### config.mk
export PLATFORM = sky130hd
export DESIGN_NAME = ssm_front
export DESIGN_NICKNAME = d
export VERILOG_FILES = /design/src/hdl/spherical_soft_mask_macros.svh /design/src/hdl/ssm_pkg.sv /design/src/hdl/ssm_front.sv
export SDC_FILE = /design/constraint.sdc
export NUM_CORES = 2
export LEC_CHECK = 0
export BUFFER_PORTS_ARGS = -buffer_cell sky130_fd_sc_hd__buf_2
export CORE_ASPECT_RATIO = 0.75
export CORE_MARGIN = 2
export CORE_UTILIZATION = 30
export CTS_CLUSTER_SIZE = 8
export DETAILED_ROUTE_END_ITERATION = 7
export HOLD_SLACK_MARGIN = 0.12
export PLACE_DENSITY = 0.42
export SLEW_MARGIN = 20
export SYNTH_ARGS = -nofsm -noshare
export SYNTH_HDL_FRONTEND = slang
export SYNTH_SLANG_ARGS = --single-unit
### constraint.sdc
create_clock -name i_clk -period 11.3 [get_ports i_clk]
set_input_delay 0 -clock i_clk [delete_from_list [all_inputs] [get_ports i_clk]]
set_output_delay 0 -clock i_clk [all_outputs]
set_load 0.005 [all_outputs]
### src/hdl/spherical_soft_mask_macros.svh
// Assertion helpers shared by ssm_queue and ssm_back.
// All checks run on i_clk and are held off while i_rst_n is low.
`ifndef SPHERICAL_SOFT_MASK_MACROS_SVH
`define SPHERICAL_SOFT_MASK_MACROS_SVH

// Same-cycle implication.
`define SSM_ASSERT_IMPL(lbl, ante, cons) \
    lbl: assert property (@(posedge i_clk) disable iff (!i_rst_n) (ante) |-> (cons)) \
        else $error("ssm check failed");

// Next-cycle implication.
`define SSM_ASSERT_NEXT(lbl, ante, cons) \
    lbl: assert property (@(posedge i_clk) disable iff (!i_rst_n) (ante) |=> (cons)) \
        else $error("ssm check failed");

`endif

### src/hdl/ssm_pkg.sv
package ssm_pkg;

    localparam int COORD_BITS_DEF  = 10;
    localparam int SAMPLE_BITS_DEF = 16;
    localparam int COS_DEPTH_DEF   = 256;

    localparam int CENTER_W   = 14;
    localparam int LEN_W      = 15;
    localparam int CFG_DATA_W = 15;
    localparam int CFG_ADDR_W = 3;
    localparam int WEIGHT_W   = 16;
    localparam int QUEUE_DEPTH = 4;

    localparam logic [CFG_ADDR_W-1:0] REG_CENTER_X   = 3'd0;
    localparam logic [CFG_ADDR_W-1:0] REG_CENTER_Y   = 3'd1;
    localparam logic [CFG_ADDR_W-1:0] REG_CENTER_Z   = 3'd2;
    localparam logic [CFG_ADDR_W-1:0] REG_RADIUS     = 3'd3;
    localparam logic [CFG_ADDR_W-1:0] REG_TAPER      = 3'd4;
    localparam logic [CFG_ADDR_W-1:0] REG_INVERT     = 3'd5;
    localparam logic [CFG_ADDR_W-1:0] REG_USE_SAMPLE = 3'd6;

    // voxel class decided by the front end
    localparam int CLS_W = 2;
    localparam logic [CLS_W-1:0] CLS_IN    = 2'd0;
    localparam logic [CLS_W-1:0] CLS_OUT   = 2'd1;
    localparam logic [CLS_W-1:0] CLS_SHELL = 2'd2;

    localparam logic [WEIGHT_W-1:0] ONE_Q15 = 16'h8000;
    localparam logic [63:0] PI_Q30  = 64'd3373259426;
    localparam logic [63:0] Q30_ONE = 64'd1073741824;
    // (2n-1)*2n for the cosine series
    localparam logic [7:0] TAYLOR_DEN [8] = '{8'd2, 8'd12, 8'd30, 8'd56,
                                              8'd90, 8'd132, 8'd182, 8'd240};

    typedef struct packed {
        logic [CENTER_W-1:0] center_x;
        logic [CENTER_W-1:0] center_y;
        logic [CENTER_W-1:0] center_z;
        logic [LEN_W-1:0]    radius;
        logic [LEN_W-1:0]    taper;
        logic                invert;
        logic                use_sample;
    } t_cfg;

    // width of the squared distance for a given coordinate width
    function automatic int dsq_width(input int cb);
        int mw;
        mw = (cb + 4 > CENTER_W) ? cb + 4 : CENTER_W;
        return 2 * mw + 2;
    endfunction

endpackage

### src/hdl/ssm_front.sv
module ssm_front #(
    parameter int COORD_BITS  = ssm_pkg::COORD_BITS_DEF,
    parameter int SAMPLE_BITS = ssm_pkg::SAMPLE_BITS_DEF
) (
    input  logic                                       i_clk,
    input  logic                                       i_rst_n,
    input  ssm_pkg::t_cfg                              i_cfg,
    input  logic                                       i_valid,
    output logic                                       o_ready,
    input  logic [COORD_BITS-1:0]                      i_coord_x,
    input  logic [COORD_BITS-1:0]                      i_coord_y,
    input  logic [COORD_BITS-1:0]                      i_coord_z,
    input  logic signed [SAMPLE_BITS-1:0]              i_sample,
    input  logic                                       i_full,
    output logic                                       o_push,
    output logic [ssm_pkg::dsq_width(COORD_BITS)-1:0]  o_dsq,
    output logic [ssm_pkg::CLS_W-1:0]                  o_cls,
    output logic signed [SAMPLE_BITS-1:0]              o_sample
);

    localparam int DSQW = ssm_pkg::dsq_width(COORD_BITS);
    localparam int MW   = (DSQW - 2) / 2;
    localparam int CW   = (DSQW > 32) ? DSQW : 32;

    function automatic logic [2*MW-1:0] axis_sq(input logic [COORD_BITS-1:0] c,
                                                input logic [ssm_pkg::CENTER_W-1:0] ctr);
        logic signed [MW:0] d;
        logic [MW-1:0]      m;
        d = $signed({1'b0, MW'({c, 4'b0000})}) - $signed({1'b0, MW'(ctr)});
        m = d[MW] ? MW'(-d) : d[MW-1:0];
        return m * m;
    endfunction

    logic                    c_en;
    logic                    r_f1_valid;
    logic [2*MW-1:0]         r_f1_sqx, r_f1_sqy, r_f1_sqz;
    logic signed [SAMPLE_BITS-1:0] r_f1_smp;
    logic                    r_f2_valid;
    logic [DSQW-1:0]         r_f2_dsq;
    logic [ssm_pkg::CLS_W-1:0] r_f2_cls;
    logic signed [SAMPLE_BITS-1:0] r_f2_smp;
    logic [29:0]             r_rsq;
    logic [31:0]             r_rtsq;
    logic [15:0]             c_rt;
    logic [DSQW-1:0]         c_dsq;
    logic [CW-1:0]           c_dsq_x;
    logic [ssm_pkg::CLS_W-1:0] c_cls;

    assign c_en    = !r_f2_valid || !i_full;
    assign o_ready = c_en;
    assign o_push  = r_f2_valid && !i_full;
    assign o_dsq    = r_f2_dsq;
    assign o_cls    = r_f2_cls;
    assign o_sample = r_f2_smp;

    assign c_rt = 16'(i_cfg.radius) + 16'(i_cfg.taper);

    always_comb begin
        c_dsq   = DSQW'(r_f1_sqx) + DSQW'(r_f1_sqy) + DSQW'(r_f1_sqz);
        c_dsq_x = CW'(c_dsq);
        if (c_dsq_x <= CW'(r_rsq)) begin
            c_cls = ssm_pkg::CLS_IN;
        end else if (i_cfg.taper == '0 || c_dsq_x > CW'(r_rtsq)) begin
            c_cls = ssm_pkg::CLS_OUT;
        end else begin
            c_cls = ssm_pkg::CLS_SHELL;
        end
    end

    // the user must keep config static while items are in flight; the block does not enforce it
    always_ff @(posedge i_clk) begin
        r_rsq  <= i_cfg.radius * i_cfg.radius;
        r_rtsq <= c_rt * c_rt;
    end

    always_ff @(posedge i_clk) begin
        if (!i_rst_n) begin
            r_f1_valid <= 1'b0;
            r_f2_valid <= 1'b0;
        end else if (c_en) begin
            r_f1_valid <= i_valid;
            r_f2_valid <= r_f1_valid;
        end
    end

    always_ff @(posedge i_clk) begin
        if (c_en) begin
            r_f1_sqx <= axis_sq(i_coord_x, i_cfg.center_x);
            r_f1_sqy <= axis_sq(i_coord_y, i_cfg.center_y);
            r_f1_sqz <= axis_sq(i_coord_z, i_cfg.center_z);
            r_f1_smp <= i_sample;
            r_f2_dsq <= c_dsq;
            r_f2_cls <= c_cls;
            r_f2_smp <= r_f1_smp;
        end
    end

endmodule

; ---- Word-level counts from Yosys, hierarchy flattened
; Cells that the tools add are included.
; Widths: inputs -> output; s select.
[totals]
output_inout_bits = 50
reg_bits = 212
mem_bits_rw = 0
mem_bits_ro = 0
latch_bits = 0
wordCells = 37
input_bits = 124
mem_count = 0
[classes]
add_sub_neg = 9
bitwise_logic = 0
eq_ne = 0
n_div = 0
order_cmp = 2
muxes = 4
shifts = 0
mul = 5
n_reduce_logical = 6
[op_table]
columns = operator, count
row1 = $mul 14x14->28, 3
row2 = $sub 14x14->15, 3
row3 = $mux 14, 3
row4 = $neg 14->14, 3
row5 = $gt 30x32->1, 1
row6 = $mul 16x16->32, 1
row7 = $add 29x28->30, 1
row8 = $le 30x30->1, 1
row9 = $mul 15x15->30, 1
row10 = $add 28x28->29, 1
row11 = $add 15x15->16, 1
row12 = $logic_not 15->1, 1
row13 = $logic_not 1->1, 2
row14 = $logic_or 1x1->1, 2
row15 = $mux 2, 1
row16 = $logic_and 1x1->1, 1

; ---- Longest topological paths before layout
[logic_depth]
word_depth = 5
ltp_mapped = 38
mapped_depth_nobuf = 37

; ---- Worst setup path before layout
; No wires, ideal clock.
[synth_timing]
path_kind = input port to flip-flop
from = in i_cfg[2] (netlist bit)
to = reg r_rtsq[30]
arrival_ps = 8648
slack_ps = 2579
required_ps = 11228
setup_ps = 72
cell_stages = 37
n_path_buf = 0
cell_sequence = ha_1 fa_1 a21o_1 a21oi_1 nor2b_1 o21a_1 o41ai_1 nor2b_1 o21ai_0 nand2b_1 xnor2_1 clkinv_1 and2_1 fa_1 inv_1 fa_1 inv_1 fa_1 inv_1 fa_1 inv_1 fa_1 inv_1 fa_1 inv_1 ha_1 a21o_1 a21o_1 a21o_1 a21o_1 a21o_1 a41oi_1 o21ai_0 a2111o_1 a31o_2 a21oi_1 xnor2_1
[synth_via]
elab_chain_len = 2
[synth_rtl]
columns = element, line_no
row1 = "start, declared", ssm_front.sv:7  ; input ssm_pkg::t_cfg i_cfg,
row2 = $add 15x15->16, ssm_front.sv:56  ; assign c_rt = 16'(i_cfg.radius) + 16'(i_cfg.taper);
row3 = $mul 16x16->32, ssm_front.sv:73  ; r_rtsq <= c_rt * c_rt;
row4 = "end signal, assigned", ssm_front.sv:73
row5 = "end, declared", ssm_front.sv:43  ; logic [31:0] r_rtsq;
; No other way between the ends.
; A chain may end at the register's enable or synchronous reset.

; ---- Worst setup path after layout
[layout_timing]
from = in i_cfg[46] (netlist bit)
to = reg r_f1_sqy[24], data pin
[layout_via]
elab_chain_len = 4
[layout_rtl]
columns = element, line_no
row1 = $sub 14x14->15 (*), ssm_front.sv:29  ; d = $signed({1'b0, MW'({c, 4'b0000})}) - $signed({1'b0, MW'(ctr)});
row2 = $neg 14->14, ssm_front.sv:30  ; m = d[MW] ? MW'(-d) : d[MW-1:0];
row3 = $mux 14 (*), ssm_front.sv:30
row4 = $mul 14x14->28 (*), ssm_front.sv:31  ; return m * m;
row5 = "end signal, assigned", ssm_front.sv:89  ; r_f1_sqy <= axis_sq(i_coord_y, i_cfg.center_y);
row6 = "end, declared", ssm_front.sv:36  ; logic [2*MW-1:0] r_f1_sqx, r_f1_sqy, r_f1_sqz;
; Every way passes the cells marked *; elsewhere a longest branch is shown, timed or not.

==> flow_metrics.py <==
metrics = {
    "placement": {
        "postPlaceCellArea_mm2": 0.0451,
        "port_buffers": 171,
        "gp_congestion": 0.838,
        "dp_hpwl_mm": 96.8,
        "placedCellCount": 6510,
    },
    "worst_setup_path": {
        "cp.arrival_ps": 10380,
        "endpoint_kind": "flop",
        "reg2reg_depth": 19,
        "cp_slowest_cell": "xor2_1",
        "r2r-start": "r_f1_sqx[3]",
        "rrSetupSlack_ps": 4970,
        "crit_type": "primary input to flop",
        "worst_path_most_repeated_cell": "fa_1",
        "rr_endpoint": "o_cls[0]",
        "start_kind": "primary input",
        "crit_fanout": 15,
        "slowest_delay_ps": 570,
        "crit_required_ps": 11630,
    },
    "sta": {
        "hold_viol": 0,
        "clock.fmax_ghz": 0.0995,
        "max_slew_margin_pct": 20.8,
        "skew_ps": 24.7,
        "fin_crit_sh_pct": 89.0,
        "fin_crit_ps": 10050,
        "worstMarginPinSlew_ps": 1180,
        "slew_viol_final": 0,
        "fin_setup_tns_ps": 0,
        "rsz0062_at_grt": "false",
        "setup_viol": 0,
    },
    "floorplan": {
        "die_w_um": 435,
        "coreArea_mm2": 0.138,
        "io_pins": 174,
        "rows": 118,
        "dieArea_mm2": 0.142,
        "dieHeight_um": 327,
        "start_util_pct": 30.2,
    },
    "global_route": {
        "antenna_found_initial": 1,
        "grt_pass1_vias": 31600,
        "overflow": 0,
        "grt_max_degree": 67,
        "grt_usage_pct": 16.4,
        "grt_pass1_wl_mm": 183,
    },
    "synthesis": {
        "yosys.area.top_type_share_pct": 32.7,
        "yosysWarnings": 0,
        "yosysTopAreaCell": "fa_1",
        "syn_avg_cell_area_um2": 9.29,
        "synth.distinct_cells": 85,
        "synth_ff_type": "edfxtp_1",
        "ys_seq_area_share_pct": 13.4,
        "synthArstFlopShare_pct": 0,
        "syn_area_mm2": 0.0417,
        "yosysMostFrequentCell": "inv_1",
        "synth_seq_cells": 207,
        "synthCells": 4493,
        "synth_edf_count": 145,
        "netlist_top_cells_count": "inv_1 (1019), fa_1 (681), ha_1 (571)",
        "ys_top_cells_by_area": "fa_1 (33%), ha_1 (17%), edfxtp_1 (10%)",
    },
    "layout": {
        "drive_gt1_share_pct": 6.44,
        "nNetsFinal": 6099,
        "multi_input_area_mm2": 0.0320,
        "instances_no_fill": 6608,
        "area_delta_synth_final_pct": 11.2,
        "antennaDiodeCount": 0,
        "seq_area_mm2": 0.00560,
        "fillers": 14400,
        "fin_area_mm2": 0.0464,
    },
    "clocking": {
        "htree_levels": 1,
        "clk_latency_ps": 590,
        "ctsLongestPathBuffers": 3,
        "cts-root-buf": "clkbuf_16",
        "cts_tree": "yes",
        "cts_sinks": 207,
        "postCtsSetupBuffers": 0,
        "clkTransAtPathRegs_ps": 60,
        "cts_buffers": 31,
    },
    "min_path": {
        "worst_hold_startpoint": "i_cfg[2]",
        "whs_path_depth": 2,
        "min_to": "r_rtsq[0]",
        "hold_class": "primary input to flop",
    },
    "detailed_routing": {
        "first_iter_violations": 1605,
        "ant_nets": 0,
        "wirelength_mm": 113,
        "drc_errors": 0,
        "firstDrtPassIters": 5,
        "via_count": 30000,
        "wl_per_cell_um": 17.1,
        "avgViaCountPerCell": 4.55,
    },
    "status": {
        "status": "completed",
    },
    "flow_run": {
        "cap_violations": 0,
    },
}
-- registers in the layout, summed over array words and instances (netlist names) --
register	cells
r_rtsq	31
r_f2_valid	1
o_dsq	30
o_cls	2
o_sample	16
r_f1_sqz	27
r_f1_smp	16
r_f1_valid	1
r_f1_sqx	27
r_f1_sqy	27
r_rsq	29
-- stage by stage --
step                util [%]  worst slack, ps  hold WS [ps]
finish                  33.6             1250           152
global route            33.6              495           135
global placement        32.6             1400           178
detailed placement      32.6             1260           179
floorplan                  -             2580          27.7
CTS                     33.6             1320           121
-- layout make-up --
cell class	instances	area share, %
clock buffers	54	1.92
clock inverters	4	0.0755
inverters	1043	8.44
multi-input cells	3175	68.9
flip-flops and latches	207	12.1
well taps	1860	5.02
repair buffers	265	3.58
-- how the worst max path moves through the flow --
| stage | from | end | slack, ps | cells after the start |
|---|---|---|---|---|
| floorplan | i_cfg[2] | r_rtsq[30] | 2580 | 37 |
| global placement | i_cfg[46] | r_f1_sqy[24] | 1400 | 34 |
| detailed placement | i_cfg[46] | r_f1_sqy[24] | 1260 | 34 |
| CTS | i_cfg[46] | r_f1_sqy[24] | 1320 | 35 |
| global route | i_cfg[46] | r_f1_sqy[24] | 490 | 35 |
| finish | i_cfg[46] | r_f1_sqy[24] | 1250 | 35 |
-- logic make-up (layout without fill, tap and decap cells) --
family,Yosys count,after routing,synth area share (%)
adders and majority gates,1252,1252,49.8
buffers and inverters,1112,1366,10.0
muxes,8,8,0.198
and+or+nand+nor,1038,1038,11.4
DFF,207,207,13.4
xor gates and xnor gates,269,269,5.65
AOI/OAI and AO/OA,605,605,9.47
other,2,3,0.0180
-- routing by layer --
layer	global-route usage [%]	part of all wire (%)	up-vias
met2	25.3	43	442
met4	1.66	0.98	0
li1	-	-	14700
met1	25.7	53	14800
met3	1.17	3.1	62
met5	0	0	-
-- repair_timing --
action | CTS | global route
resized for setup | 0 | 0
hold buffers | 40 | 0
endpoints found under the hold margin | 29 | 0
-- cell usage in the layout, fill, tap and decap left out, types with 23 or more instances in the layout --
cell type / instances
inv_1: 1019
fa_1: 681
ha_1: 571
nor2_1: 358
nand2_1: 320
a21oi_1: 196
xnor2_1: 184
buf_2: 171
edfxtp_1: 145
a21o_1: 127
xor2_1: 85
o21ai_0: 84
and2_1: 78
dfxtp_1: 62
buf_4: 54
nor3_1: 51
nand3_1: 45
nor2b_1: 40
dlygate4sd3_1: 40
nand2b_1: 34
clkbuf_16: 31
o21bai_1: 24
o21a_1: 23
-- critical path: cells and delay by family --
family	cells	cell delay, ps
AOI/OAI and AO/OA	11	3120
buffers and inverters	8	1880
xor gates and xnor gates	2	650
adders and majority gates	8	3520
and+or+nand+nor	6	1190
Power is left out: the tool's default activity adds up to more than one toggle a clock period on the data nets, which glitch-free logic cannot reach.
