### src/hdl/spherical_soft_mask_macros.svh
// Assertion helpers shared by ssm_queue and ssm_back.
// All checks run on i_clk and are held off while i_rst_n is low.
`ifndef SPHERICAL_SOFT_MASK_MACROS_SVH
`define SPHERICAL_SOFT_MASK_MACROS_SVH

// Same-cycle implication.
`define SSM_ASSERT_IMPL(lbl, ante, cons) \
    lbl: assert property (@(posedge i_clk) disable iff (!i_rst_n) (ante) |-> (cons)) \
        else $error("ssm check failed");

// Next-cycle implication.
`define SSM_ASSERT_NEXT(lbl, ante, cons) \
    lbl: assert property (@(posedge i_clk) disable iff (!i_rst_n) (ante) |=> (cons)) \
        else $error("ssm check failed");

`endif

### src/hdl/ssm_pkg.sv
package ssm_pkg;

    localparam int COORD_BITS_DEF  = 10;
    localparam int SAMPLE_BITS_DEF = 16;
    localparam int COS_DEPTH_DEF   = 256;

    localparam int CENTER_W   = 14;
    localparam int LEN_W      = 15;
    localparam int CFG_DATA_W = 15;
    localparam int CFG_ADDR_W = 3;
    localparam int WEIGHT_W   = 16;
    localparam int QUEUE_DEPTH = 4;

    localparam logic [CFG_ADDR_W-1:0] REG_CENTER_X   = 3'd0;
    localparam logic [CFG_ADDR_W-1:0] REG_CENTER_Y   = 3'd1;
    localparam logic [CFG_ADDR_W-1:0] REG_CENTER_Z   = 3'd2;
    localparam logic [CFG_ADDR_W-1:0] REG_RADIUS     = 3'd3;
    localparam logic [CFG_ADDR_W-1:0] REG_TAPER      = 3'd4;
    localparam logic [CFG_ADDR_W-1:0] REG_INVERT     = 3'd5;
    localparam logic [CFG_ADDR_W-1:0] REG_USE_SAMPLE = 3'd6;

    // voxel class decided by the front end
    localparam int CLS_W = 2;
    localparam logic [CLS_W-1:0] CLS_IN    = 2'd0;
    localparam logic [CLS_W-1:0] CLS_OUT   = 2'd1;
    localparam logic [CLS_W-1:0] CLS_SHELL = 2'd2;

    localparam logic [WEIGHT_W-1:0] ONE_Q15 = 16'h8000;
    localparam logic [63:0] PI_Q30  = 64'd3373259426;
    localparam logic [63:0] Q30_ONE = 64'd1073741824;
    // (2n-1)*2n for the cosine series
    localparam logic [7:0] TAYLOR_DEN [8] = '{8'd2, 8'd12, 8'd30, 8'd56,
                                              8'd90, 8'd132, 8'd182, 8'd240};

    typedef struct packed {
        logic [CENTER_W-1:0] center_x;
        logic [CENTER_W-1:0] center_y;
        logic [CENTER_W-1:0] center_z;
        logic [LEN_W-1:0]    radius;
        logic [LEN_W-1:0]    taper;
        logic                invert;
        logic                use_sample;
    } t_cfg;

    // width of the squared distance for a given coordinate width
    function automatic int dsq_width(input int cb);
        int mw;
        mw = (cb + 4 > CENTER_W) ? cb + 4 : CENTER_W;
        return 2 * mw + 2;
    endfunction

endpackage

### src/hdl/ssm_queue.sv
`include "spherical_soft_mask_macros.svh"

module ssm_queue #(
    parameter int WIDTH = 8
) (
    input  logic             i_clk,
    input  logic             i_rst_n,
    input  logic             i_push,
    input  logic [WIDTH-1:0] i_data,
    output logic             o_full,
    input  logic             i_pop,
    output logic             o_empty,
    output logic [WIDTH-1:0] o_data
);

    localparam int DEPTH = ssm_pkg::QUEUE_DEPTH;
    localparam int AW    = $clog2(DEPTH);
    localparam int CNTW  = $clog2(DEPTH + 1);

    logic [WIDTH-1:0] r_mem [DEPTH];
    logic [AW-1:0]    r_wptr, r_rptr;
    logic [CNTW-1:0]  r_count;

    assign o_full  = (r_count == CNTW'(DEPTH));
    assign o_empty = (r_count == '0);
    assign o_data  = r_mem[r_rptr];

    always_ff @(posedge i_clk) begin
        if (!i_rst_n) begin
            r_wptr  <= '0;
            r_rptr  <= '0;
            r_count <= '0;
        end else begin
            if (i_push) r_wptr <= AW'(r_wptr + 1'b1);
            if (i_pop)  r_rptr <= AW'(r_rptr + 1'b1);
            if (i_push && !i_pop)      r_count <= CNTW'(r_count + 1'b1);
            else if (!i_push && i_pop) r_count <= CNTW'(r_count - 1'b1);
        end
    end

    always_ff @(posedge i_clk) begin
        if (i_push) r_mem[r_wptr] <= i_data;
    end

    `SSM_ASSERT_IMPL(a_q_count, 1'b1, r_count <= CNTW'(DEPTH))

endmodule

### config.mk
export PLATFORM = sky130hd
export DESIGN_NAME = ssm_queue
export DESIGN_NICKNAME = d
export VERILOG_FILES = /design/src/hdl/ssm_pkg.sv /design/src/hdl/ssm_queue.sv
export VERILOG_INCLUDE_DIRS = /design/src /design/src/hdl
export SDC_FILE = /design/constraint.sdc
export NUM_CORES = 1
export LEC_CHECK = 0
export BUFFER_PORTS_ARGS = -buffer_cell sky130_fd_sc_hd__buf_2
export CAP_MARGIN = 40
export CORE_MARGIN = 5
export CORE_UTILIZATION = 32
export CTS_CLUSTER_DIAMETER = 100
export CTS_CLUSTER_SIZE = 8
export DETAILED_ROUTE_END_ITERATION = 6
export REMOVE_ABC_BUFFERS = 1
export SLEW_MARGIN = 5
export SYNTH_ARGS = -nofsm -noshare
export SYNTH_HDL_FRONTEND = slang
export SYNTH_SLANG_ARGS = --single-unit
export TNS_END_PERCENT = 100
### constraint.sdc
create_clock -name i_clk -period 2.8 [get_ports i_clk]
set_input_delay 0.28 -clock i_clk [delete_from_list [all_inputs] [get_ports i_clk]]
set_output_delay 0.28 -clock i_clk [all_outputs]
set_load 0.05 [all_outputs]
; ---- Word-level counts from Yosys, hierarchy flattened
; Memory sizes are Yosys's and may differ from the RTL's. A register that Yosys moved wholly into a read port is not among the register bits.
; Cells that the tools add are included.
[totals]
elab_cells = 21
mem_count = 1
ramBits = 32
ff_bits = 7
inputBits = 12
out_inout_bits = 10
[memory_table]
columns = memory, depth, width, read_ports, rd_ports_with_merged_regs, wr, line
row1 = r_mem, 4, 8, 1, 1, 1, ssm_queue.sv:20  ; logic [WIDTH-1:0] r_mem [DEPTH];
[classes]
eq_ne = 1
n_reduce_logical = 6
addsub = 4
mux = 6
[ops]
columns = cell, count
row1 = 2-to-1 mux 3 bit, 2
row2 = adder 2 x 1 -> 2 bit (second input constant), 2
row3 = 2-to-1 mux 2 bit, 2
row4 = adder 3 x 1 -> 3 bit (second input constant), 1
row5 = equality test 3 bit (second input constant), 1
row6 = zero test 3 bit, 1
row7 = subtractor 3 x 1 -> 3 bit (second input constant), 1
row8 = logical AND 1 bit, 2
row9 = zero test 1 bit, 2
row10 = 2-to-1 mux 1 bit, 2
row11 = nonzero test 2 bit, 1

; ---- Logic depth before layout (Yosys ltp)
; Gate-level depths: netlist of run 1.
[depth]
depth_word = 4
depth_mapped = 7
mapped_depth_nobuf = 7

; ---- Least setup slack after synthesis of run 1
; Ideal clock, no wire load.
[synth_path]
path_type = reg-to-output
from = reg r_count[1]
to = out o_full
arrival_ps = 1502
n_path_buf = 0
required_ps = 2520
path_slack_ps = 1018
stages_incl_launch_ff = 2
path_cell_list = dfxtp_1 -> nor3b_1
[synth_via]
elab_chain_cells = 1
[synth_lines]
columns = element, line
row1 = from (decl), ssm_queue.sv:22  ; logic [CNTW-1:0] r_count;
row2 = from (signal assigned), ssm_queue.sv:36  ; if (i_push && !i_pop) r_count <= CNTW'(r_count + 1'b1);
row3 = from (signal assigned), ssm_queue.sv:37  ; else if (!i_push && i_pop) r_count <= CNTW'(r_count - 1'b1);
row4 = equality test 3 bit, ssm_queue.sv:24  ; assign o_full = (r_count == CNTW'(DEPTH));
row5 = to (decl), ssm_queue.sv:10  ; output logic o_full,
; No other way between the ends.

==> flow_summary.yaml, run 1 <==
clocking:
  path_clk_slew_ns: 0.08
  cts_made_buffers: 5
  cts_root_buf: "clkbuf_8"
  cts_sinks: 41
  cts_tree: "done"
  ctsResizeCount: 0
  htreeDepth: 2
  cts_hold_buffers: 0
  clock_path_buffers: 2
  clock_latency_ns: 0.29
  cts_setup_buffers: 0
synthesis:
  synth_largest_area_cell: "edfxtp_1"
  netlist_area_um2: 1603
  ys_ff_latch: 41
  ys_types: 19
  yosysWarnings: 0
  synth_top_cells_by_area: "edfxtp_1 60%, dfxtp_1 11%, mux4_2 11%, ha_1 3.9%, and2_1 3.5%"
  syn_area_per_cell_um2: 18.86
  synth_top_cell_area_share: 0.5995
  syn_inst: 85
  ys_seq_area_frac: 0.7119
routing:
  drc: 0
  wl_per_cell_um: 14.58
  drtPass1Iterations: 3
  drtAntennaViolNets: 0
  num_vias: 785
  drtIter0Drc: 35
  via_per_inst: 4.385
  routed_wirelength_um: 2610
critical_path:
  slowest_stage: "dfxtp_1"
  max_stage_delay_ns: 0.69
  r2r_cells: 4
  end_kind: "primary output"
  cp-start-kind: "register"
  critPathArrivalTime_ns: 1.78
  crit_chain: "mux4_2 -> buf_2"
  timing.rr.end: "r_count[2]"
  crit_required_ns: 2.52
  critPathKind: "reg2out"
  reg2reg_slack_ns: 1.31
  reg2reg_from: "r_count[0]"
  cp_max_fo: 8
layout:
  final_layout_size_suffix_gt1_frac: 0.3214
  final_cell_mix: "32 x edfxtp_1, 21 x buf_2, 9 x and2_1, 9 x dfxtp_1, 8 x mux4_2"
  nNetsFinal: 129
  fin_area_um2: 1862
  n_fill_cell: 446
  final_common_cell: "edfxtp_1"
  area_delta_synth_final_pct: 16.16
  antenna_cells: 0
timing:
  relSlewSlack: 0.6151
  rsz0062_at_grt: "no"
  fin_ws_ns: 0.7403
  fmax_mhz: 485.5
  worstMarginPinSlew_ns: 0.5765
  skew_ns: 0.006964
  slew_violations: 0
  layout_min_cycle_time_ns: 2.060
  finalHoldViolCount: 0
  finalSetupViolations: 0
  timing.final.crit_share: 0.7356
  tns_ns: 0
floorplanning:
  fp.dieW_um: 80.77
  initial_utilization: 0.3349
  core_area_um2: 4786
  dieArea_um2: 6524
  rows: 25
  die_y_um: 80.77
  io_pins: 22
place:
  place_area_um2: 1775
  port_buffers: 21
  place_congestion: 0.7313
  hpwl_um: 1797
  pre_cts_ws_ns: 1.015
worst_hold_path:
  min_path_type: "in2reg"
  hold_path_end: "r_mem[2][5]"
  hold_path_startpoint: "i_data[5]"
  whs_path_depth: 1
global_routing:
  grt_overflow: 0
  grtUsageTotal: 0.08970
  grt_pass1_wl_um: 4077
  grt_max_degree: 14
  antenna_found_initial: 0
  grt_pass1_vias: 822
pwr:
  ir_worst_vdd_uv: 311.9
  power.leakage_nw: 0.6701
  power_density_nw_per_um2: 707.3
run:
  maxCapViolations: 0
status:
  status: "complete, no violations"
[synth_stat cells, drive strengths merged]
| library cell | count |
|---|---|
| a21boi | 1 |
| and2 | 9 |
| buf | 1 |
| clkbuf | 1 |
| dfxtp | 9 |
| edfxtp | 32 |
| fa | 1 |
| ha | 5 |
| inv | 4 |
| mux2i | 2 |
| mux4 | 8 |
| nand2 | 1 |
| nor2b | 2 |
| nor3 | 1 |
| nor3b | 1 |
| o21ai | 1 |
| or3 | 1 |
| xnor2 | 2 |
| xor2 | 3 |
[power by group]
part           total (mW)  internal [mW]  leakage (nW)  switching (mW)
clock               0.371          0.172        0.0455           0.198
sequential          0.724          0.695         0.368          0.0299
combinational       0.222         0.0772         0.256           0.145
total                1.32          0.944         0.670           0.373
[worst max-delay path: cells and delay by family (launching register included)]
kind | cells | cell delay [ns]
mux | 1 | 0.57
buf+inv | 1 | 0.22
flops | 1 | 0.69
[worst max-delay path by stage]
| stage | cells past startpoint | startpoint | endpoint |
|---|---|---|---|
| detailed placement | 2 | register | o_data[5] |
| finish | 2 | register | o_data[5] |
| global placement | 2 | register | o_data[5] |
| floorplan | 1 | r_count[1] | o_full |
| global route | 2 | register | o_data[2] |
| CTS | 2 | register | o_data[5] |
[registers in the layout, indices dropped and copies added (netlist names), named ones only]
signal	flops
r_count	3
r_mem	32
r_rptr	2
r_wptr	2
[logic make-up after synthesis]
family	count (synthesis)	synth area share
AO/OA/AOI/OAI	2	0.007805
flip-flops	41	0.7119
XOR/XNOR	5	0.02733
buffers and inverters	6	0.01951
adder cells (fa/ha/maj)	6	0.05152
AND/OR/NAND/NOR	15	0.05698
multiplexers	10	0.1249
[per-stage QoR]
step                      instances    util  hold slack, ns  total power, mW
after detailed placement        171  0.3710          0.4951           0.9644
final                           179  0.3890          0.2006            1.317
after global placement          171  0.3710          0.4789           0.9544
after global routing            179  0.3890          0.1894            1.379
after floorplan                  83       -          0.3789           0.9029
after CTS                       179  0.3890          0.1941            1.332
[metal layers]
metal	track usage	vias up	share of wire
met5	0	-	0
met4	0.05912	0	0.029
met3	0.03104	8	0.071
met2	0.1416	23	0.48
met1	0.1034	381	0.42
li1	-	373	-
[cell type report]
cell class / instances / area, µm² / area share
Sequential cell: 41 / 1141 / 0.6129
Multi-Input combinational cell: 38 / 430.4 / 0.2312
Timing Repair Buffer: 21 / 105.1 / 0.05645
Tap cell: 67 / 83.83 / 0.04503
Clock buffer: 5 / 68.82 / 0.03696
Clock inverter: 3 / 17.52 / 0.009409
Inverter: 4 / 15.01 / 0.008064
Power figures use the tool's default switching activity.
==> run 2, diff against run 1 <==
ABC_AREA = 1   (was not set)
clock period = 1.97 ns   (was 2.8 ns; I/O delays follow)
==> run 2 against run 1 <==
  * Via count rose by 28%
  * Final area rose by 3.1%
  * Count of clock-buffer cells in the layout rose by 2
  * First-iteration DRC count rose by 110%
  * Core utilization fell by 0.84 points
  * Die area rose by 2.0%
  * Critical endpoint is now o_data[6]
  * Largest cell class unchanged
  * Largest power group unchanged
  * Highest routed layer unchanged
==> flow_summary.yaml, run 2 <==
pwr:
  p_clk_frac: 0.314
  p_sw_frac: 0.2664
  seqPwrFrac: 0.534
  p_comb_frac: 0.152
  ir_worst_vdd_uv: 377.2
  power.leakage_nw: 0.7593
  p_int_mw: 1.376
  p_switching_uw: 499.9
  power_density_nw_per_um2: 977.6
synthesis:
  yosysMostFrequentCell: "edfxtp_1"
  netlist_area_um2: 1639
  synth_top_cells_by_area: "edfxtp_1 59%, dfxtp_1 11%, o21ai_0 5.5%, nor2_1 4.1%, ha_1 3.8%"
  ys_seq_area_frac: 0.6962
  synth_edf_count: 32
  synthArstFlopShare: 0
  synth_top_cells_by_count: "32 x edfxtp_1, 18 x nor2_1, 18 x o21ai_0, 16 x inv_1"
  synth_top_cell_area_share: 0.5863
  ys_types: 18
  syn_area_per_cell_um2: 12.23
  ys_ff_latch: 41
  synth_largest_area_cell: "edfxtp_1"
  syn_inst: 134
  synthFlopType: "edfxtp_1"
  yosysWarnings: 0
critical_path:
  slowest_stage: "dfxtp_1"
  max_stage_delay_ns: 0.39
  end_kind: "primary output"
  crit_buf_inv: 2
  cpLargestDelayFamily: "buffers and inverters"
  critPathKind: "reg2out"
  cp-start-kind: "register"
  crit_chain: "inv_1 -> o21ai_0 -> o22ai_1 -> buf_2"
  critPathArrivalTime_ns: 1.50
  crit_required_ns: 1.77
  cp_max_fo: 9
layout:
  largest_register_ffs: 32
  regMostFlops: "r_mem"
  final_cell_mix: "32 x edfxtp_1, 21 x buf_2, 18 x nor2_1, 18 x o21ai_0, 16 x inv_1"
  reg_top3: "r_mem (32), r_count (3)"
  nNetsFinal: 179
  area_delta_synth_final_pct: 17.10
  final_layout_size_suffix_gt1_frac: 0.2160
  final_common_cell: "edfxtp_1"
  fin_area_um2: 1919
  n_fill_cell: 494
  antenna_cells: 0
clocking:
  clock_path_buffers: 2
  cts_sinks: 41
  clock_latency_ns: 0.29
  cts_setup_buffers: 0
  htreeDepth: 2
  cts_hold_buffers: 0
  cts_root_buf: "clkbuf_8"
  ctsResizeCount: 0
  cts_made_buffers: 5
  path_clk_slew_ns: 0.08
  cts_tree: "done"
timing:
  finalSetupViolations: 0
  layout_min_cycle_time_ns: 1.699
  finalHoldViolCount: 0
  fin_ws_ns: 0.2707
  fmax_mhz: 588.5
  relSlewSlack: 0.7365
  worstMarginPinSlew_ns: 0.3948
  tns_ns: 0
  skew_ns: 0.01053
  slew_violations: 0
  rsz0062_at_grt: "no"
  timing.final.crit_share: 0.8626
global_routing:
  grt_use_met1: 0.1107
  grtUsageTotal: 0.09423
  grt_max_degree: 17
  grt_pass1_wl_um: 4595
  grt_use_met2: 0.1539
  busiest_layer: "met2"
  met3_usage: 0.04605
  antenna_found_initial: 0
  grt_overflow: 0
  grt_pass1_vias: 1013
run:
  maxCapViolations: 0
status:
  status: "complete, no violations"
routing:
  drtAntennaViolNets: 0
  drc: 0
  wl_per_cell_um: 12.13
  drtIter0Drc: 75
  via_per_inst: 4.341
  num_vias: 1007
  drtPass1Iterations: 4
  routed_wirelength_um: 2814
floorplanning:
  io_pins: 22
  rows: 26
  dieArea_um2: 6654
  die_y_um: 81.57
  core_area_um2: 5042
  initial_utilization: 0.3251
  fp.dieW_um: 81.57
worst_hold_path:
  min_path_type: "in2reg"
place:
  place_congestion: 0.6571
  hpwl_um: 1879
  port_buffers: 21
  pre_cts_ws_ns: 0.5627
  place_area_um2: 1817
## run 2: changes by cell type in the layout (fill, tap and decap cells not counted), sizes merged, moves of 3 or more
cell and delta:
nor2 +21, o21ai +21, inv +13, and2 -9, mux4 -8, nand2 +8
o22ai +8, a21oi +4, xor2 -3
## run 2: path summary, 6_finish.rpt
check / start / end / slack (ns) / cells after the start
max: register / o_data[6] / 0.27 / 4
min: i_data[4] / r_mem[0][4] / 0.12 / 1
max reg2reg: r_wptr[0] / r_mem[0][1] / 0.66 / 4
min reg2reg: r_rptr[1] / r_rptr[1] / 0.45 / 1
## run 2: area by class of cell
cell class / count / area [µm²] / area share
flip-flops and latches: 41 / 1141 / 0.5945
multi-input cells: 74 / 411.6 / 0.2145
repair buffers: 22 / 112.6 / 0.05867
clock buffers: 7 / 97.59 / 0.05085
well taps: 70 / 87.58 / 0.04563
inverters: 17 / 63.81 / 0.03325
clock inverters: 1 / 5.005 / 0.002608
## run 2: kinds of logic (layout without fill, tap and decap cells)
logic type | after synthesis | in the layout | synth area share
compound gates | 34 | 34 | 0.1145
fa+ha+maj | 6 | 6 | 0.05038
buf+inv | 19 | 47 | 0.05267
flops | 41 | 41 | 0.6962
simple gates | 34 | 34 | 0.08626
## run 2: routing by layer
metal,vias to the layer above,part of all wire,routed length (µm)
li1,521,-,-
met1,461,0.46,1286
met2,21,0.46,1283
met3,4,0.074,209
met4,0,0.012,34
met5,-,0,0
## run 2: worst register-to-register path, stage by stage, from the launching register on
cell     delay (ns)
dfxtp_1        0.33
inv_1          0.13
ha_1           0.16
nand2_1        0.05
inv_1          0.30
## run 2: stage by stage
step / util / cells / total power [mW] / hold WS (ns)
5_1_grt: 0.3806 / 232 / 1.986 / 0.1151
3_3_place_gp: 0.3603 / 224 / 1.308 / 0.4163
6_report: 0.3806 / 232 / 1.876 / 0.1187
4_1_cts: 0.3806 / 232 / 1.899 / 0.1156
2_1_floorplan: - / 132 / 1.227 / 0.2959
3_5_place_dp: 0.3603 / 224 / 1.310 / 0.4174
## run 2: power by group through the flow
stage	logic, mW	registers (mW)	clock network (mW)
6_report	0.285	1.00	0.588
5_1_grt	0.315	1.01	0.663
4_1_cts	0.289	1.00	0.607
3_5_place_dp	0.287	1.02	0
3_3_place_gp	0.286	1.02	0
2_1_floorplan	0.208	1.02	0
==> run 3, diff against run 2 <==
CORE_MARGIN = 2   (was 5)
GPL_TIMING_DRIVEN = 0   (was not set)
RECOVER_POWER = 25   (was not set)
==> run 3 against run 2 <==
  * Clock skew down 0.0030 ns
  * Flip-flop and latch count unchanged
  * Via count grew 1.8%
  * Worst hold slack better by 0.013 ns
==> flow_summary.yaml, run 3 (synthesized netlist as in run 2, its figures left out) <==
status:
  status: "complete, no violations"
worst_hold_path:
  min_path_type: "in2reg"
layout:
  layout.cells.non_filler: 231
  regMostFlops: "r_mem"
  antenna_cells: 0
  final_layout_size_suffix_gt1_frac: 0.1739
  largest_register_ffs: 32
  reg_top3: "r_mem (32), r_count (3)"
  final_common_cell: "edfxtp_1"
  n_fill_cell: 520
  area_delta_synth_final_pct: 15.11
  postLayoutCoreUtil: 0.3766
  nNetsFinal: 178
  final_cell_mix: "32 x edfxtp_1, 18 x nor2_1, 18 x o21ai_0"
pwr:
  ir_worst_vdd_uv: 406.5
  power.leakage_nw: 0.7271
  power_density_nw_per_um2: 954.3
floorplanning:
  core_area_um2: 5010
  io_pins: 22
  initial_utilization: 0.3272
  die_y_um: 75.57
  rows: 26
  dieArea_um2: 5711
  fp.dieW_um: 75.57
timing:
  finalHoldViolCount: 0
  hold_slack_ns: 0.1315
  relSlewSlack: 0.7477
  tns_ns: 0
  worstMarginPinSlew_ns: 0.3780
  finalSetupViolations: 0
  slew_violations: 0
  rsz0062_at_grt: "no"
  fmax_mhz: 570.3
  timing.final.crit_share: 0.8901
  layout_min_cycle_time_ns: 1.754
  skew_ns: 0.007567
critical_path:
  critPathKind: "reg2out"
  crit_required_ns: 1.77
  reg2reg_slack_ns: 0.69
  max_stage_delay_ns: 0.40
  end_kind: "primary output"
  slowest_stage: "dfxtp_1"
  crit_chain: "inv_1 -> o21ai_0 -> o22ai_1 -> buf_2"
  cp-start-kind: "register"
  cp_max_fo: 9
  critPathArrivalTime_ns: 1.56
clocking:
  path_clk_slew_ns: 0.08
  cts_root_buf: "clkbuf_8"
  cts_tree: "done"
  htreeDepth: 2
  cts_sinks: 41
  clock_latency_ns: 0.29
  cts_made_buffers: 5
  clock_path_buffers: 2
routing:
  wl_met1_um: 1242
  drtIter0Drc: 60
  wl_per_cell_um: 12.21
  met3_length_um: 179
  via_per_inst: 4.437
  routed_wirelength_um: 2821
  num_vias: 1025
  drc: 0
  dr_wl_met2_um: 1341
  drtPass1Iterations: 4
  top_layer_used: "met4"
  drtAntennaViolNets: 0
place:
  dp.cells: 223
  hpwl_um: 1757
  port_buffers: 21
  place_congestion: 0.7139
global_routing:
  grt_max_degree: 18
  antenna_found_initial: 0
  grt_overflow: 0
  grt_pass1_wl_um: 4422
  grt_pass1_vias: 923
  grtUsageTotal: 0.1093
run:
  maxCapViolations: 0
-- run 3: changes by cell type in the layout (fill, tap and decap cells not counted), sizes merged --
| cell | change |
|---|---|
| buf | -7 |
| clkbuf | +6 |
-- run 3: cell type report --
cell class | instances | area (µm²) | share of cell area
flip-flops and latches | 41 | 1145 | 0.6068
multi-input cells | 74 | 411.6 | 0.2182
repair buffers | 21 | 97.59 | 0.05172
well taps | 70 | 87.58 | 0.04642
clock buffers | 7 | 76.32 | 0.04045
inverters | 17 | 63.81 | 0.03382
clock inverters | 1 | 5.005 | 0.002653
-- run 3: worst paths after layout --
check,from,to,cells past startpoint
min reg2reg,r_rptr[1],register,1
max reg2reg,r_wptr[0],r_mem[0][4],4
max,register,o_data[1],4
min,i_data[0],r_mem[3][0],1
-- run 3: power breakdown --
group	total, mW	internal, mW	leakage, nW	switching (mW)
Clock	0.517	0.248	0.0422	0.268
Combinational	0.275	0.0695	0.316	0.206
Sequential	1.01	0.978	0.369	0.0300
-- run 3: worst max-delay path, delay by kind of cell, from the launching register on --
family | cells | cell delay [ns]
DFF | 1 | 0.40
buffers and inverters | 2 | 0.57
AOI/OAI and AO/OA | 2 | 0.29
-- run 3: repair_timing --
| item | 4_1_cts | 5_1_grt |
|---|---|---|
| gates resized for setup | 1 | 1 |
| setup endpoints to repair | 8 | 1 |
| buffers inserted | 0 | 0 |
| hold buffers | 0 | 0 |
-- run 3: per-layer routing --
metal | vias to the layer above | GRT usage
met2 | 30 | 0.1758
met3 | 7 | 0.03836
met4 | 0 | 0.05848
li1 | 518 | -
met1 | 470 | 0.1286
met5 | - | 0
-- run 3: stage by stage --
step	worst slack (ns)	total power [mW]	instance area (µm²)
after floorplan	0.2525	1.227	1617
after global routing	0.05752	1.891	1887
after global placement	0.2177	1.304	1809
after detailed placement	0.2025	1.308	1809
after CTS	0.1626	1.824	1892
final	0.2165	1.801	1887
